**src/sv/tacl_pkg.sv**
```systemverilog
// Shared types and constants for the tiled array chunk locator.
`default_nettype none
package tacl_pkg;

    localparam int RankDef  = 3;
    localparam int BeginW   = 32;
    localparam int LenW     = 31;
    localparam int SizeW    = 31;
    localparam int QuoW     = 31;
    localparam int CountW   = 32;
    localparam int IndexW   = 64;
    localparam int CfgIdxW  = 8;
    localparam int CfgDataW = 32;
    localparam int StatusW  = 2;

    typedef enum logic [StatusW-1:0] {
        ST_OK   = 2'd0,
        ST_OOB  = 2'd1,
        ST_SPAN = 2'd2
    } t_status;

    typedef enum logic [1:0] {
        CFG_IDLE,
        CFG_LOAD,
        CFG_DIV
    } t_cfg_state;

    // per-dimension result handed from the check stage to the index chain
    typedef struct packed {
        t_status            code;
        logic [QuoW-1:0]    k;
        logic [SizeW-1:0]   off;
        logic [SizeW-1:0]   ext;
    } t_dim_res;

endpackage
`default_nettype wire

```
**src/sv/tacl_div.sv**
```systemverilog
// Pipelined restoring divider lane, one quotient bit per stage.
`default_nettype none
module tacl_div #(
    parameter int SideW = 1
) (
    input  wire                         i_clk,
    input  wire                         i_rst_n,
    input  wire                         i_en,
    input  wire                         i_vld,
    input  wire  [tacl_pkg::QuoW-1:0]   i_dvd,
    input  wire  [tacl_pkg::SizeW-1:0]  i_dvs,
    input  wire  [SideW-1:0]            i_side,
    output logic                        o_vld,
    output logic [tacl_pkg::QuoW-1:0]   o_quo,
    output logic [tacl_pkg::SizeW-1:0]  o_rem,
    output logic [SideW-1:0]            o_side
);
    localparam int QW = tacl_pkg::QuoW;
    localparam int RW = tacl_pkg::SizeW;

    logic [QW-1:0]    r_vld;
    logic [RW-1:0]    r_rem  [QW];
    logic [QW-1:0]    r_dq   [QW];
    logic [SideW-1:0] r_side [QW];

    for (genvar j = 0; j < QW; j++) begin : g_stage
        logic [RW-1:0]    rem_in;
        logic [QW-1:0]    dq_in;
        logic             v_in;
        logic [SideW-1:0] s_in;
        logic [RW:0]      t_sh;
        logic [RW:0]      diff;
        logic             ge;

        if (j == 0) begin : g_first
            assign rem_in = '0;
            assign dq_in  = i_dvd;
            assign v_in   = i_vld;
            assign s_in   = i_side;
        end else begin : g_next
            assign rem_in = r_rem[j-1];
            assign dq_in  = r_dq[j-1];
            assign v_in   = r_vld[j-1];
            assign s_in   = r_side[j-1];
        end

        assign t_sh = {rem_in, dq_in[QW-1]};
        assign diff = t_sh - {1'b0, i_dvs};
        assign ge   = t_sh >= {1'b0, i_dvs};

        always_ff @(posedge i_clk) begin
            if (!i_rst_n) begin
                r_vld[j] <= 1'b0;
            end else if (i_en) begin
                r_vld[j] <= v_in;
            end
        end

        always_ff @(posedge i_clk) begin
            if (i_en) begin
                r_rem[j]  <= ge ? diff[RW-1:0] : t_sh[RW-1:0];
                r_dq[j]   <= {dq_in[QW-2:0], ge};
                r_side[j] <= s_in;
            end
        end
    end

    assign o_vld  = r_vld[QW-1];
    assign o_quo  = r_dq[QW-1];
    assign o_rem  = r_rem[QW-1];
    assign o_side = r_side[QW-1];

endmodule
`default_nettype wire

```
**config.mk**
```make
export PLATFORM = sky130hd
export DESIGN_NAME = tacl_div
export DESIGN_NICKNAME = d
export VERILOG_FILES = /design/src/sv/tacl_pkg.sv /design/src/sv/tacl_div.sv
export SDC_FILE = /design/constraint.sdc
export NUM_CORES = 2
export LEC_CHECK = 0
export BUFFER_PORTS_ARGS = -buffer_cell sky130_fd_sc_hd__buf_2
export CORE_MARGIN = 2
export CORE_UTILIZATION = 62
export CTS_CLUSTER_SIZE = 40
export DETAILED_ROUTE_END_ITERATION = 7
export PLACE_DENSITY_LB_ADDON = 0.3
export SLEW_MARGIN = 40
export SYNTH_ARGS = -nofsm -noshare
export SYNTH_HDL_FRONTEND = slang
export SYNTH_SLANG_ARGS = --single-unit
```
**constraint.sdc**
```tcl
create_clock -name i_clk -period 4.7 [get_ports i_clk]
set_input_delay 0.235 -clock i_clk [delete_from_list [all_inputs] [get_ports i_clk]]
set_output_delay 0.235 -clock i_clk [all_outputs]
set_load 0.01 [all_outputs]
```
==> results.sh <==
export IMPL_status="finished clean"
export IMPL_gp_congestion=0.965
export IMPL_total_power_mw=95.6
export IMPL_hold_depth=2
export IMPL_wl_met1_um=114000
export IMPL_cp_end_kind="flop"
export IMPL_cts_buffer_depth=3
export IMPL_ant_nets=0
export IMPL_power_share_clock=0.175
export IMPL_sw_frac_of_total=0.378
export IMPL_area_growth_pct=11.1
export IMPL_cp_max_fo=32
export IMPL_worst_pin_slew_ps=914
export IMPL_coreArea_um2=186000
export IMPL_firstDrtPassIters=8
export IMPL_synth_nets=10900
export IMPL_min_path_type="in -> reg"
export IMPL_drc_errors=0
export IMPL_final_nets=11300
export IMPL_synth_flop_cell="edfxtp_1"
export IMPL_dr_wl_met3_um=16900
export IMPL_synth_area_um2=116000
export IMPL_dp_hpwl_um=200000
export IMPL_max_cap_violations=0
export IMPL_cts_root_buffer="clkbuf_16"
export IMPL_highest_layer="met5"
export IMPL_p_comb_frac=0.502
export IMPL_grt_start_max_net_pins=122
export IMPL_cts_buffers=207
export IMPL_clock_latency_ps=880
export IMPL_p_seq_frac=0.323
export IMPL_maxSlewHeadroom=0.390
export IMPL_p_per_area_nw_per_um2=741
export IMPL_rows=158
export IMPL_fmaxAchievable_mhz=237
export IMPL_synthesis_instances=9913
export IMPL_ios=131
export IMPL_dieArea_um2=191000
export IMPL_grt_use_total=0.291
export IMPL_syn_avg_cell_area_um2=11.7
export IMPL_p_sw_mw=36.1
export IMPL_min_period_ps=4220
export IMPL_ys_ff_latch=1984
export IMPL_async_flop_share=0
export IMPL_io_buffers=130
export IMPL_vias_per_cell=6.25
export IMPL_setup_viol=0
export IMPL_start_util=0.625
export IMPL_via_count=80900
export IMPL_cp_required_ps=5300
export IMPL_crit_type="reg -> reg"
export IMPL_startpoint_type="flop"
export IMPL_rsz0062_at_grt="no"
export IMPL_detailedRoute_firstIterationViolations=6605
export IMPL_overflow=0
export IMPL_drv_slew=0
export IMPL_yosysWarnings=0
export IMPL_die_height_um=437
export IMPL_ir_worst_vdd_mv=0.559
export IMPL_yosysUniqueCellTypes=96
export IMPL_min_period_over_period=0.898
export IMPL_whs_ps=75.0
export IMPL_antenna_found_initial=6
export IMPL_yosysSeqAreaShare=0.510
export IMPL_grt_pass1_vias=80200
export IMPL_cts_sinks=1984
export IMPL_p_leak_nw=51.1
export IMPL_crit_arrival_ps=4820
export IMPL_cts_tree="yes"
export IMPL_die_width_um=437
export IMPL_wl_um=282000
export IMPL_reg2reg_depth=16
export IMPL_hold_viol=0
export IMPL_drive_gt1_frac=0.127
export IMPL_synth_edff_count=1953
export IMPL_cts_resized=0
export IMPL_clk_pin_slew_ps=60
export IMPL_final_util=0.695
export IMPL_wl_per_cell_um=21.8
export IMPL_htreeDepth=4
export IMPL_grt_pass1_wl_um=439000
export IMPL_clock_skew_ps=48.8
export IMPL_intPower_mw=59.5
export IMPL_tns_ps=0
export IMPL_route_met2_wl_um=138000
[through the flow]
stage | instances | instance area (µm²) | setup slack, ps
after floorplan | 9913 | 116000 | 784
after global placement | 12500 | 122000 | 471
after detailed placement | 12500 | 122000 | 452
after CTS | 12900 | 129000 | 550
after global routing | 12900 | 129000 | 410
final | 12900 | 129000 | 478
[worst max-delay path, cell delays in order (launching register included)]
cell	delay, ps
edfxtp_1	440
inv_1	90
ha_1	230
fa_1	410
nor2b_1	140
o21a_1	140
o21ai_0	120
a21boi_0	290
o41ai_1	130
buf_4	160
o221a_2	300
o311ai_0	180
a21oi_1	170
o21ai_0	290
o32a_1	270
buf_12	220
mux2_2	360
[synth_stat cells, drive strengths merged, types with 108 or more instances]
| cell | n | area [µm²] |
|---|---|---|
| o21ai | 513 | 2570 |
| xor2 | 265 | 2320 |
| nor2 | 657 | 2470 |
| nand2 | 505 | 1900 |
| a21o | 507 | 3810 |
| o21bai | 130 | 976 |
| nand4 | 127 | 795 |
| o21a | 117 | 880 |
| a21oi | 986 | 4940 |
| edfxtp | 1953 | 58600 |
| xnor2 | 544 | 4760 |
| inv | 291 | 1090 |
| mux2 | 541 | 6190 |
| ha | 932 | 11700 |
| nor2b | 192 | 1200 |
| nand2b | 125 | 782 |
| clkbuf | 171 | 642 |
| nor3 | 108 | 541 |
| nand3 | 158 | 791 |
[cell usage in the layout (no fill, tap or decap), drive strengths merged, types with 38 or more instances in the layout]
cell type / netlist / layout
a211oi: 60 / 60
a21boi: 58 / 58
a21o: 507 / 507
a21oi: 986 / 986
a31oi: 94 / 94
and2: 38 / 38
and3: 96 / 96
buf: 54 / 343
clkbuf: 171 / 246
clkinv: 0 / 99
edfxtp: 1953 / 1953
ha: 932 / 932
inv: 291 / 298
mux2: 541 / 541
mux2i: 69 / 69
nand2: 505 / 505
nand2b: 125 / 125
nand3: 158 / 158
nand4: 127 / 127
nor2: 657 / 657
nor2b: 192 / 192
nor3: 108 / 108
o21a: 117 / 117
o21ai: 513 / 513
o21bai: 130 / 130
o31ai: 42 / 42
xnor2: 544 / 544
xor2: 265 / 265
[routing by layer]
metal	up-vias	global-route usage
met5	-	0
met4	2	0.131
met3	697	0.0403
met2	2631	0.496
met1	39000	0.370
li1	38600	-
[final cells by class]
| class | instances | area, µm² |
|---|---|---|
| tap | 2480 | 3100 |
| inverter | 291 | 1100 |
| clock buffer | 246 | 5410 |
| fill | 13200 | 56700 |
| multi-input combinational | 7413 | 55200 |
| timing repair buffer | 379 | 3490 |
| clock inverter | 140 | 1590 |
| sequential | 1984 | 59300 |
| antenna | 3 | 7.51 |
[power by group through the flow]
| stage | combinational [mW] | sequential, mW | clock [mW] |
|---|---|---|---|
| 2_1_floorplan | 37.1 | 29.3 | 0 |
| 3_3_place_gp | 45.7 | 31.1 | 0 |
| 3_5_place_dp | 47.0 | 31.2 | 0 |
| 4_1_cts | 47.6 | 30.9 | 17.1 |
| 5_1_grt | 53.0 | 31.3 | 17.7 |
| 6_report | 48.0 | 30.9 | 16.8 |
[kinds of logic after synthesis]
group | Yosys count | share of synthesized area
buf+inv | 516 | 0.0174
simple gates | 2184 | 0.0914
flops | 1984 | 0.510
fa+ha+maj | 962 | 0.105
compound gates | 2848 | 0.156
xor+xnor | 809 | 0.0610
mux | 610 | 0.0592
[state kept, by name, summed over array words and instances, names as in the netlist]
| signal | flops |
|---|---|
| r_side | 31 |
| g_stage.v_in | 30 |
| o_vld | 1 |
| r_rem | 961 |
| r_dq | 961 |
[worst paths after layout]
check | startpoint | endpoint | slack [ps]
worst max-delay path | r_dq[0][309] | r_rem[0][318] | 480
worst min register to register | r_dq[1][159] | r_dq[1][191] | 380
worst max register to register | r_dq[0][309] | r_rem[0][318] | 480
worst min-delay path | i_dvd[17] | r_dq[0][18] | 70
[timing repair]
| action | 4_1_cts | 5_1_grt |
|---|---|---|
| hold buffers | 36 | 0 |
| setup buffers | 0 | 0 |
| endpoints found under the hold margin | 98 | 0 |
Power figures use the tool's default switching activity.
