[src/sv/tacl_pkg.sv]
// Shared types and constants for the tiled array chunk locator.
`default_nettype none
package tacl_pkg;

    localparam int RankDef  = 3;
    localparam int BeginW   = 32;
    localparam int LenW     = 31;
    localparam int SizeW    = 31;
    localparam int QuoW     = 31;
    localparam int CountW   = 32;
    localparam int IndexW   = 64;
    localparam int CfgIdxW  = 8;
    localparam int CfgDataW = 32;
    localparam int StatusW  = 2;

    typedef enum logic [StatusW-1:0] {
        ST_OK   = 2'd0,
        ST_OOB  = 2'd1,
        ST_SPAN = 2'd2
    } t_status;

    typedef enum logic [1:0] {
        CFG_IDLE,
        CFG_LOAD,
        CFG_DIV
    } t_cfg_state;

    // per-dimension result handed from the check stage to the index chain
    typedef struct packed {
        t_status            code;
        logic [QuoW-1:0]    k;
        logic [SizeW-1:0]   off;
        logic [SizeW-1:0]   ext;
    } t_dim_res;

endpackage
`default_nettype wire

[src/sv/tacl_cfg.sv]
// Configuration registers and the iterative chunks-per-dimension divider.
`default_nettype none
module tacl_cfg #(
    parameter int RANK = tacl_pkg::RankDef
) (
    input  wire                            i_clk,
    input  wire                            i_rst_n,
    input  wire                            i_cfg_valid,
    output logic                           o_cfg_ready,
    input  wire  [tacl_pkg::CfgIdxW-1:0]   i_cfg_index,
    input  wire  [tacl_pkg::CfgDataW-1:0]  i_cfg_data,
    output logic [tacl_pkg::SizeW-1:0]     o_csz [RANK],
    output logic [tacl_pkg::SizeW-1:0]     o_gsz [RANK],
    output logic [tacl_pkg::CountW-1:0]    o_nch [RANK],
    output logic                           o_busy
);
    localparam int DimW = (RANK > 1) ? $clog2(RANK) : 1;
    localparam int CntW = $clog2(tacl_pkg::CountW);
    localparam int SW   = tacl_pkg::SizeW;
    localparam int NW   = tacl_pkg::CountW;

    tacl_pkg::t_cfg_state r_state, n_state;
    logic [DimW-1:0] r_dim;
    logic [CntW-1:0] r_cnt, n_cnt;
    logic [SW-1:0]   r_rem, n_rem;
    logic [NW-1:0]   r_dq, n_dq;
    logic            n_wr;
    logic [NW-1:0]   n_wr_val;
    logic [SW-1:0]   r_csz [RANK];
    logic [SW-1:0]   r_gsz [RANK];
    logic [NW-1:0]   r_nch [RANK];
    logic            wr_fire;
    logic            wr_csz, wr_gsz;
    logic [tacl_pkg::CfgIdxW-1:0] gidx;
    logic [SW-1:0]   cur_c;
    logic [NW-1:0]   t_sh;
    logic            ge;

    assign wr_fire = i_cfg_valid && o_cfg_ready;
    assign wr_csz  = wr_fire && (i_cfg_index < tacl_pkg::CfgIdxW'(RANK));
    assign wr_gsz  = wr_fire && !wr_csz && (i_cfg_index < tacl_pkg::CfgIdxW'(2 * RANK));
    assign gidx    = i_cfg_index - tacl_pkg::CfgIdxW'(RANK);
    assign cur_c   = r_csz[r_dim];
    assign t_sh    = {r_rem, r_dq[NW-1]};
    assign ge      = t_sh >= {1'b0, cur_c};

    always_ff @(posedge i_clk) begin
        if (!i_rst_n) begin
            for (int d = 0; d < RANK; d++) begin
                r_csz[d] <= SW'(1);
                r_gsz[d] <= '0;
            end
            r_dim <= '0;
        end else if (wr_csz) begin
            r_csz[i_cfg_index[DimW-1:0]] <= i_cfg_data[SW-1:0];
            r_dim <= i_cfg_index[DimW-1:0];
        end else if (wr_gsz) begin
            r_gsz[gidx[DimW-1:0]] <= i_cfg_data[SW-1:0];
            r_dim <= gidx[DimW-1:0];
        end
    end

    always_ff @(posedge i_clk) begin
        if (!i_rst_n) begin
            r_state <= tacl_pkg::CFG_IDLE;
            r_cnt   <= '0;
            for (int d = 0; d < RANK; d++) r_nch[d] <= '0;
        end else begin
            r_state <= n_state;
            r_cnt   <= n_cnt;
            if (n_wr) r_nch[r_dim] <= n_wr_val;
        end
    end

    always_ff @(posedge i_clk) begin
        r_rem <= n_rem;
        r_dq  <= n_dq;
    end

    always_comb begin
        n_state  = r_state;
        n_cnt    = r_cnt;
        n_rem    = r_rem;
        n_dq     = r_dq;
        n_wr     = 1'b0;
        n_wr_val = '0;
        case (r_state)
            tacl_pkg::CFG_IDLE: begin
                if (wr_csz || wr_gsz) n_state = tacl_pkg::CFG_LOAD;
            end
            tacl_pkg::CFG_LOAD: begin
                // ceil(g / c) as floor((g + c - 1) / c)
                n_rem = '0;
                n_dq  = {1'b0, r_gsz[r_dim]} + {1'b0, cur_c} - NW'(1);
                n_cnt = '0;
                if (cur_c == '0) begin
                    n_wr    = 1'b1;
                    n_state = tacl_pkg::CFG_IDLE;
                end else begin
                    n_state = tacl_pkg::CFG_DIV;
                end
            end
            tacl_pkg::CFG_DIV: begin
                n_rem = ge ? SW'(t_sh - {1'b0, cur_c}) : SW'(t_sh);
                n_dq  = {r_dq[NW-2:0], ge};
                n_cnt = r_cnt + CntW'(1);
                if (r_cnt == CntW'(NW - 1)) begin
                    n_wr     = 1'b1;
                    n_wr_val = n_dq;
                    n_state  = tacl_pkg::CFG_IDLE;
                end
            end
            default: n_state = tacl_pkg::CFG_IDLE;
        endcase
    end

    assign o_busy      = r_state != tacl_pkg::CFG_IDLE;
    assign o_cfg_ready = !o_busy;
    assign o_csz       = r_csz;
    assign o_gsz       = r_gsz;
    assign o_nch       = r_nch;

endmodule
`default_nettype wire

[config.mk]
export PLATFORM = sky130hd
export DESIGN_NAME = tacl_cfg
export DESIGN_NICKNAME = d
export VERILOG_FILES = /design/src/sv/tacl_pkg.sv /design/src/sv/tacl_cfg.sv
export SDC_FILE = /design/constraint.sdc
export NUM_CORES = 1
export LEC_CHECK = 0
export BUFFER_PORTS_ARGS = -buffer_cell sky130_fd_sc_hd__clkbuf_2
export CAP_MARGIN = 40
export CORE_MARGIN = 10
export CORE_UTILIZATION = 30
export CTS_BUF_LIST = sky130_fd_sc_hd__clkbuf_4
export DETAILED_ROUTE_END_ITERATION = 7
export PLACE_DENSITY_LB_ADDON = 0.08
export SETUP_SLACK_MARGIN = 0.2
export SLEW_MARGIN = 15
export SYNTH_ARGS = -nofsm -noshare
export SYNTH_HDL_FRONTEND = slang
export SYNTH_SLANG_ARGS = --single-unit
[constraint.sdc]
create_clock -name i_clk -period 12.4 [get_ports i_clk]
set_input_delay 1.24 -clock i_clk [delete_from_list [all_inputs] [get_ports i_clk]]
set_output_delay 1.24 -clock i_clk [all_outputs]
set_load 0.05 [all_outputs]
==> results_dict.tcl, run 1 <==
set metrics [dict create \
    status "finished clean" \
    ys_async_sr_fraction 0 \
    postCtsSetupRepairBufs 0 \
    startpoint_type "flip-flop" \
    period_needed_ps 5900 \
    grt_pass1_vias 16900 \
    ir_drop_v 0.0000572 \
    final_hold_viol_count 0 \
    crit_arrival_ps 6480 \
    synthTopCellsByCount "480 x nand2_1, 291 x dfxtp_1, 188 x a21boi_0, 166 x mux2i_1, 112 x a21oi_1" \
    slew_violations 0 \
    grt_use_total 0.184 \
    powerDensity_mw_per_mm2 106 \
    synth_top_flop_cell "dfxtp_1" \
    grt_max_degree 121 \
    cp_slowest_cell "buf_4" \
    syn_area_sq_mm 0.0191 \
    synthTopCellsByArea "dfxtp_1 30%, edfxtp_1 9.9%, nand2_1 9.4%" \
    tritoncts "done" \
    syn_inst 2222 \
    cts_max_level 3 \
    ys.warnings.count 0 \
    worst_slack_ps 6500 \
    design_area_sq_mm 0.0229 \
    synth_edf_count 63 \
    synth_compound_area_frac 0.176 \
    synth_fp_nets 2368 \
    cts-root-buf "clkbuf_4" \
    wl_met2_microns 30100 \
    vias_per_cell 4.86 \
    synth_top_family_by_area "simple AND/OR/NAND/NOR gates" \
    die_h_microns 273 \
    port_buffers 325 \
    start_util 0.303 \
    drc 0 \
    antenna_found_initial 5 \
    setup_violations 0 \
    overflow 0 \
    synth_seq_cells 354 \
    cp.required_ps 12970 \
    clockBufferDepth 3 \
    cts_made_buffers 107 \
    met3WireLength_microns 5540 \
    wirelength_microns 70400 \
    whs_ps 478 \
    setup_tns_ps 0 \
    synth_fa_ha_area_frac 0.0681 \
    p_leak_uw 0.00972 \
    critical_path.cell_chain "buf_4 -> nand2_1 -> o22ai_1 -> ha_1 -> inv_1 -> fa_1 -> a21oi_1 -> o22ai_1 -> o31a_1 -> a21oi_1 -> nand4_1 -> nand2_1 -> buf_4 -> mux2i_1 -> nor2_1" \
    wire_per_inst_microns 20.3 \
    ios 327 \
    firstDrtPassIters 5 \
    area_growth_pct 19.8 \
    syn_avg_cell_area_sq_um 8.61 \
    cp-end-kind "flip-flop" \
    clk_pin_slew_ps 70 \
    wl_met1_microns 33400 \
    slew_headroom 0.457 \
    cpPeakStageDelay_ps 700 \
    fin_cells 3462 \
    synth_top_area_share 0.304 \
    die_w_microns 273 \
    maxCapViolations 0 \
    rows 92 \
    rsz0062_at_grt "no" \
    placed_area_sq_mm 0.0215 \
    hp-class "flip-flop to flip-flop" \
    synth_xor_area_frac 0.0215 \
    clkLatencyLatePin_ps 910 \
    muxShareOfSynthArea 0.0886 \
    post-place-cells 3277 \
    post-place-ws_ps 6500 \
    coreArea_sq_mm 0.0631 \
    worstSetupPathType "flip-flop to flip-flop" \
    ctsHoldBuffers 0 \
    synth_top_area_cell "dfxtp_1" \
    place_hpwl_microns 51000 \
    synth_simple_gate_area_frac 0.193 \
    yosysMostFrequentCell "nand2_1" \
    synth_seq_area_share 0.403 \
    fmax_mhz 169 \
    drive_gt1_frac 0.208 \
    fin_skew_ps 78.9 \
    die-area_sq_mm 0.0743 \
    nets 2687 \
    ant_nets 0 \
    final.period_utilization 0.476 \
    yosysUniqueCellTypes 67 \
    cts_resized 0 \
    gp_congestion 0.856 \
    vias 16800 \
    critPathMaxFanout 65 \
    tightest_slew_ps 815 \
    clkSinkCount 354 \
    grt_pass1_wl_microns 106000 \
    drt_iter0_drc 888 \
    highest_layer "met5" \
]
[layout make-up]
type / count / area [sq um]
Antenna cell: 6 / 15.0
Clock buffer: 160 / 1200
Clock inverter: 18 / 140
Fill cell: 6696 / 40200
Inverter: 87 / 327
Multi-Input combinational cell: 1637 / 10500
Sequential cell: 354 / 7720
Tap cell: 846 / 1060
Timing Repair Buffer: 354 / 1950
[cell families (layout without fill, tap and decap cells)]
kind of cell | Yosys count | count (layout)
buffers and inverters | 231 | 619
adder cells (fa/ha/maj) | 103 | 103
other | 0 | 6
flip-flops | 354 | 354
XOR/XNOR | 47 | 47
multiplexers | 169 | 169
AO/OA/AOI/OAI | 494 | 494
AND/OR/NAND/NOR | 824 | 824
[report_power, final]
part	total (uW)	switching (uW)	internal [uW]
combinational	96.2	56.9	39.3
clock	1160	535	622
sequential	1170	2.00	1170
[cells in the final DEF, fill, tap and decap left out, drive strengths merged, types with 40 or more instances in the layout]
| cell type | n |
|---|---|
| a21oi | 112 |
| edfxtp | 63 |
| ha | 101 |
| o21ai | 65 |
| a21boi | 188 |
| inv | 90 |
| clkbuf | 484 |
| nor2 | 92 |
| and3 | 40 |
| nand2 | 480 |
| mux2i | 166 |
| dfxtp | 291 |
| nor2b | 107 |
[per-stage QoR]
stage / utilization / power (uW)
2_1_floorplan: - / 1260
3_3_place_gp: 0.339 / 1290
3_5_place_dp: 0.341 / 1300
4_1_cts: 0.363 / 2480
5_1_grt: 0.363 / 2550
6_report: 0.363 / 2430
[flip-flops by register name (all words and copies together), names as in the netlist]
name     cells
o_nch       96
o_csz       93
o_gsz       93
r_dq        32
r_rem       31
r_cnt        5
r_dim        2
r_state      2
[worst max-delay path: cells and delay by family (launching register included)]
family,cells,cell delay [ps]
flops,1,590
simple gates,4,1200
fa+ha+maj,2,690
compound gates,5,1550
mux,1,250
buf+inv,3,1250
[worst paths after layout]
path,start,end,slack [ps],depth (start not counted)
worst max register to register,r_dim[1],r_rem[12],6500,15
worst max-delay path,r_dim[1],r_rem[12],6500,15
worst min-delay path,o_csz[20],o_csz[20],480,2
worst min register to register,o_csz[20],o_csz[20],480,2
[per-layer routing]
layer	vias to the layer above	track usage
li1	8343	-
met1	7882	0.246
met2	473	0.278
met3	109	0.0641
met4	4	0.0468
met5	-	0
Power figures use the tool's default switching activity.
==> run 2: changes to the inputs <==
Clock period 12.4 ns to 5.1 ns, I/O delays scaled along.
==> results_dict.tcl, run 2 (synthesis gave the netlist of run 1 again) <==
set metrics [dict create \
    status "finished clean" \
    reg2reg_depth 16 \
    tightest_slew_ps 788 \
    final.period_utilization 0.931 \
    nets 2723 \
    die-area_sq_mm 0.0743 \
    place_hpwl_microns 51600 \
    grt_use_total 0.184 \
    grt_max_degree 121 \
    cts_made_buffers 105 \
    vias_per_cell 4.90 \
    antenna_found_initial 3 \
    grt_pass1_vias 17200 \
    die_w_microns 273 \
    slew_violations 0 \
    die_h_microns 273 \
    rsz0062_at_grt "yes" \
    clockBufferDepth 3 \
    hold_path_depth 2 \
    worstSetupPathType "flip-flop to flip-flop" \
    vias 17100 \
    rows 92 \
    start_util 0.303 \
    p_leak_uw 0.00987 \
    largest_reg_flops 96 \
    overflow 0 \
    startpoint_type "flip-flop" \
    finalPower_uw 5850 \
    grt_pass1_wl_microns 106000 \
    fin_cells 3494 \
    clkSinkCount 354 \
    drt_iter0_drc 926 \
    cts_max_level 3 \
    cts-root-buf "clkbuf_4" \
    critPathMaxFanout 17 \
    worst_slack_ps 350 \
    cp-end-kind "flip-flop" \
    coreArea_sq_mm 0.0631 \
    maxCapViolations 0 \
    drc 0 \
    most-common-layout-cells "478 x nand2_1, 324 x clkbuf_2, 289 x dfxtp_1, 188 x a21boi_0, 166 x mux2i_1" \
    ir_drop_v 0.000150 \
    postCtsSetupRepairBufs 0 \
    gp_congestion 0.850 \
    post-place-cells 3283 \
    crit_arrival_ps 5320 \
    clkLatencyLatePin_ps 870 \
    drive_gt1_frac 0.206 \
    setup_violations 0 \
    fmax_mhz 211 \
    slew_headroom 0.470 \
    clk_pin_slew_ps 60 \
    fin_skew_ps 91.3 \
    wire_per_inst_microns 20.3 \
    period_needed_ps 4750 \
    ios 327 \
    area_growth_pct 21.7 \
    setup_tns_ps 0 \
    cp.required_ps 5670 \
    ant_nets 0 \
    wirelength_microns 71000 \
    tritoncts "done" \
    hp-class "input port to flip-flop" \
    firstDrtPassIters 6 \
    port_buffers 325 \
    powerDensity_mw_per_mm2 251 \
    final_hold_viol_count 0 \
    post-place-ws_ps 388 \
    final_common_cell "nand2_1" \
    post-route-util 0.369 \
]
==> run 2: cell types whose count changed in the layout (fill, tap and decap cells not counted), moves of 2 or more <==
| cell | previous run | this run |
|---|---|---|
| a21oi_1 | 112 | 110 |
| a21oi_2 | 0 | 2 |
| buf_12 | 2 | 7 |
| buf_16 | 4 | 2 |
| buf_4 | 22 | 25 |
| clkbuf_4 | 160 | 154 |
| clkinv_1 | 11 | 15 |
| diode_2 | 6 | 2 |
| dlygate4sd3_1 | 0 | 33 |
| inv_6 | 3 | 1 |
==> run 2: worst max-delay path: stages, from the launching register on <==
cell	delay (ps)
dfxtp_4	570
buf_4	270
mux2i_1	220
nor2_1	60
a21oi_1	410
ha_1	330
inv_1	60
ha_1	270
nor2b_1	160
o31a_1	300
o2111ai_1	460
and3_1	330
o221a_2	230
nor3_1	50
a2111oi_0	500
xor2_1	180
o21ai_0	80
==> run 2: power breakdown <==
part / internal (uW) / leakage (uW) / switching [uW]
Clock: 1470 / 0.000779 / 1280
Combinational: 111 / 0.00620 / 142
Sequential: 2850 / 0.00289 / 4.59
==> run 2: layout make-up <==
class                           instances  area [sq um]
Fill cell                            6721         39800
Multi-Input combinational cell       1637         10500
Sequential cell                       354          7720
Timing Repair Buffer                  392          2350
Clock buffer                          154          1160
Tap cell                              846          1060
Inverter                               87           327
Clock inverter                         22           156
Antenna cell                            2          5.00
==> run 2: final timing paths <==
check	from	to	slack [ps]
setup / recovery	r_dim[0]	r_dq[31]	350
hold / removal	i_rst_n	o_gsz[13]	130
hold reg to reg	o_gsz[77]	o_gsz[77]	480
setup reg to reg	r_dim[0]	r_dq[31]	350
==> run 2: per-layer routing <==
metal  vias up  routed length, microns  share of wire  track usage
li1       8404                       -              -            -
met1      8113                   33500           0.47        0.245
met2       488                   30400           0.43        0.278
met3       101                    5620          0.079       0.0599
met4         2                    1370          0.019       0.0551
met5         -                      18        0.00025            0
==> run 2: timing repair <==
item | 4_1_cts | 5_1_grt
gates resized for setup | 0 | 4
hold buffers | 33 | 0
endpoints found under the hold margin | 188 | 0
endpoints found under the setup margin | 0 | 7
==> run 2: stage by stage <==
step           cell area (sq um)  hold WS (ps)
2_1_floorplan              19100           459
3_3_place_gp               21500           467
3_5_place_dp               21600           473
4_1_cts                    23300          37.7
5_1_grt                    23300          96.9
6_report                   23300           126
==> run 3: changes to the inputs <==
Settings changed: CORE_UTILIZATION 30 to 45.
==> results_dict.tcl, run 3 (synthesis gave the netlist of run 1 again) <==
set metrics [dict create \
    drive_gt1_frac 0.207 \
    status "finished clean" \
    place_hpwl_microns 45000 \
    cpPeakStageDelay_ps 590 \
    worstSetupPathType "flip-flop to flip-flop" \
    ant_nets 0 \
    critPathMaxFanout 17 \
    vias 17100 \
    cts_made_buffers 96 \
    crit_top_cell "ha_1" \
    rsz0062_at_grt "no" \
    p_leak_uw 0.00987 \
    cp_slowest_cell "a2111oi_0" \
    startpoint_type "flip-flop" \
    most-common-layout-cells "480 x nand2_1, 324 x clkbuf_2, 289 x dfxtp_1, 188 x a21boi_0, 166 x mux2i_1" \
    coreArea_sq_mm 0.0420 \
    final.period_utilization 0.904 \
    overflow 0 \
    cts_max_level 3 \
    area_growth_pct 19.5 \
    powerDensity_mw_per_mm2 251 \
    clkLatencyLatePin_ps 840 \
    clk_pin_slew_ps 70 \
    start_util 0.455 \
    grt_use_total 0.238 \
    die-area_sq_mm 0.0512 \
    final_common_cell "nand2_1" \
    slew_violations 0 \
    tightest_slew_ps 855 \
    final_hold_viol_count 0 \
    maxCapViolations 0 \
    post-route-util 0.544 \
    grt_max_degree 166 \
    nets 2721 \
    clockBufferDepth 3 \
    ios 327 \
    rows 75 \
    fin_skew_ps 45.1 \
    wire_per_inst_microns 19.6 \
    gp_congestion 0.937 \
    vias_per_cell 5.36 \
    setup_violations 0 \
    path_buf_inv 2 \
    firstDrtPassIters 6 \
    cp-end-kind "flip-flop" \
    cp.required_ps 5610 \
    drt_iter0_drc 1300 \
    die_w_microns 226 \
    critical_path.cell_chain "buf_4 -> mux2i_1 -> nor2_1 -> a21oi_1 -> ha_1 -> inv_1 -> ha_1 -> a2111o_1 -> o2111ai_1 -> and3_1 -> o221a_2 -> nor3_1 -> a2111oi_0 -> xor2_1 -> o21ai_0" \
    antenna_found_initial 2 \
    drc 0 \
    fillCellCount 3992 \
    slew_headroom 0.430 \
    grt_pass1_wl_microns 96400 \
    wirelength_microns 62700 \
    ir_drop_v 0.000184 \
    tritoncts "done" \
    largest_reg_flops 96 \
    crit_arrival_ps 5120 \
    grt_pass1_vias 16800 \
    clkSinkCount 354 \
    port_buffers 325 \
    cp_top_family "compound AO/OA/AOI/OAI gates" \
    die_h_microns 226 \
    period_needed_ps 4610 \
    cts-root-buf "clkbuf_4" \
    setup_tns_ps 0 \
    hp-class "input port to flip-flop" \
    fmax_mhz 217 \
]
==> run 3: cell count changes in the layout (fill, tap and decap cells not counted), moves of 2 or more <==
cell and delta:
buf_4 +9, clkinv_1 -3, diode_2 +3, a21oi_1 +2
a21oi_2 -2, nand2_1 +2, nand2_2 -2
==> run 3: worst paths after layout <==
path	startpoint	to	slack (ps)	depth (start not counted)
worst max-delay path	r_dim[0]	r_dq[31]	490	15
worst min-delay path	i_cfg_index[1]	r_dim[1]	80	3
worst max register to register	r_dim[0]	r_dq[31]	490	15
worst min register to register	o_gsz[49]	o_gsz[49]	480	2
==> run 3: worst register-to-register path, cell delays in order (launching register included) <==
cell,delay [ps]
dfxtp_4,570
buf_4,190
mux2i_1,190
nor2_1,60
a21oi_1,440
ha_1,250
inv_1,40
ha_1,350
a2111o_1,410
o2111ai_1,290
and3_1,300
o221a_2,250
nor3_1,50
a2111oi_0,590
xor2_1,180
o21ai_0,100
==> run 3: cell type report <==
type	count	area (sq um)	area share
antenna	5	12.5	0.000547
clock buffer	154	1160	0.0506
clock inverter	17	100	0.00438
inverter	87	327	0.0143
multi-input combinational	1637	10500	0.459
sequential	354	7720	0.338
tap	539	674	0.0295
timing repair buffer	399	2380	0.104
==> run 3: metrics by stage <==
stage | worst slack [ps] | total power [uW] | hold slack [ps] | std cells | cell area [sq um]
2_1_floorplan | 748 | 3060 | 459 | 2222 | 19100
3_3_place_gp | 525 | 3140 | 465 | 2971 | 21100
3_5_place_dp | 448 | 3140 | 474 | 2973 | 21200
4_1_cts | 385 | 5810 | 1.88 | 3176 | 22700
5_1_grt | 221 | 5970 | 50.2 | 3192 | 22900
6_report | 491 | 5740 | 83.2 | 3192 | 22900
==> run 3: repair_timing <==
action,4_1_cts,5_1_grt
resized for setup,0,1
endpoints found under the hold margin,148,0
hold buffers,32,0
buffers inserted,0,11
setup endpoints to repair,0,6
==> run 3: routing by layer <==
metal	track usage	vias to the layer above	part of all wire
met3	0.0726	93	0.086
met5	0	-	0
met2	0.359	543	0.43
met1	0.321	8094	0.47
li1	-	8393	-
met4	0.0649	0	0.018
==> run 3: power by group <==
| part | internal [uW] | switching (uW) | leakage [uW] |
|---|---|---|---|
| Sequential | 2850 | 4.84 | 0.00289 |
| Clock | 1410 | 1230 | 0.000754 |
| Combinational | 110 | 138 | 0.00623 |
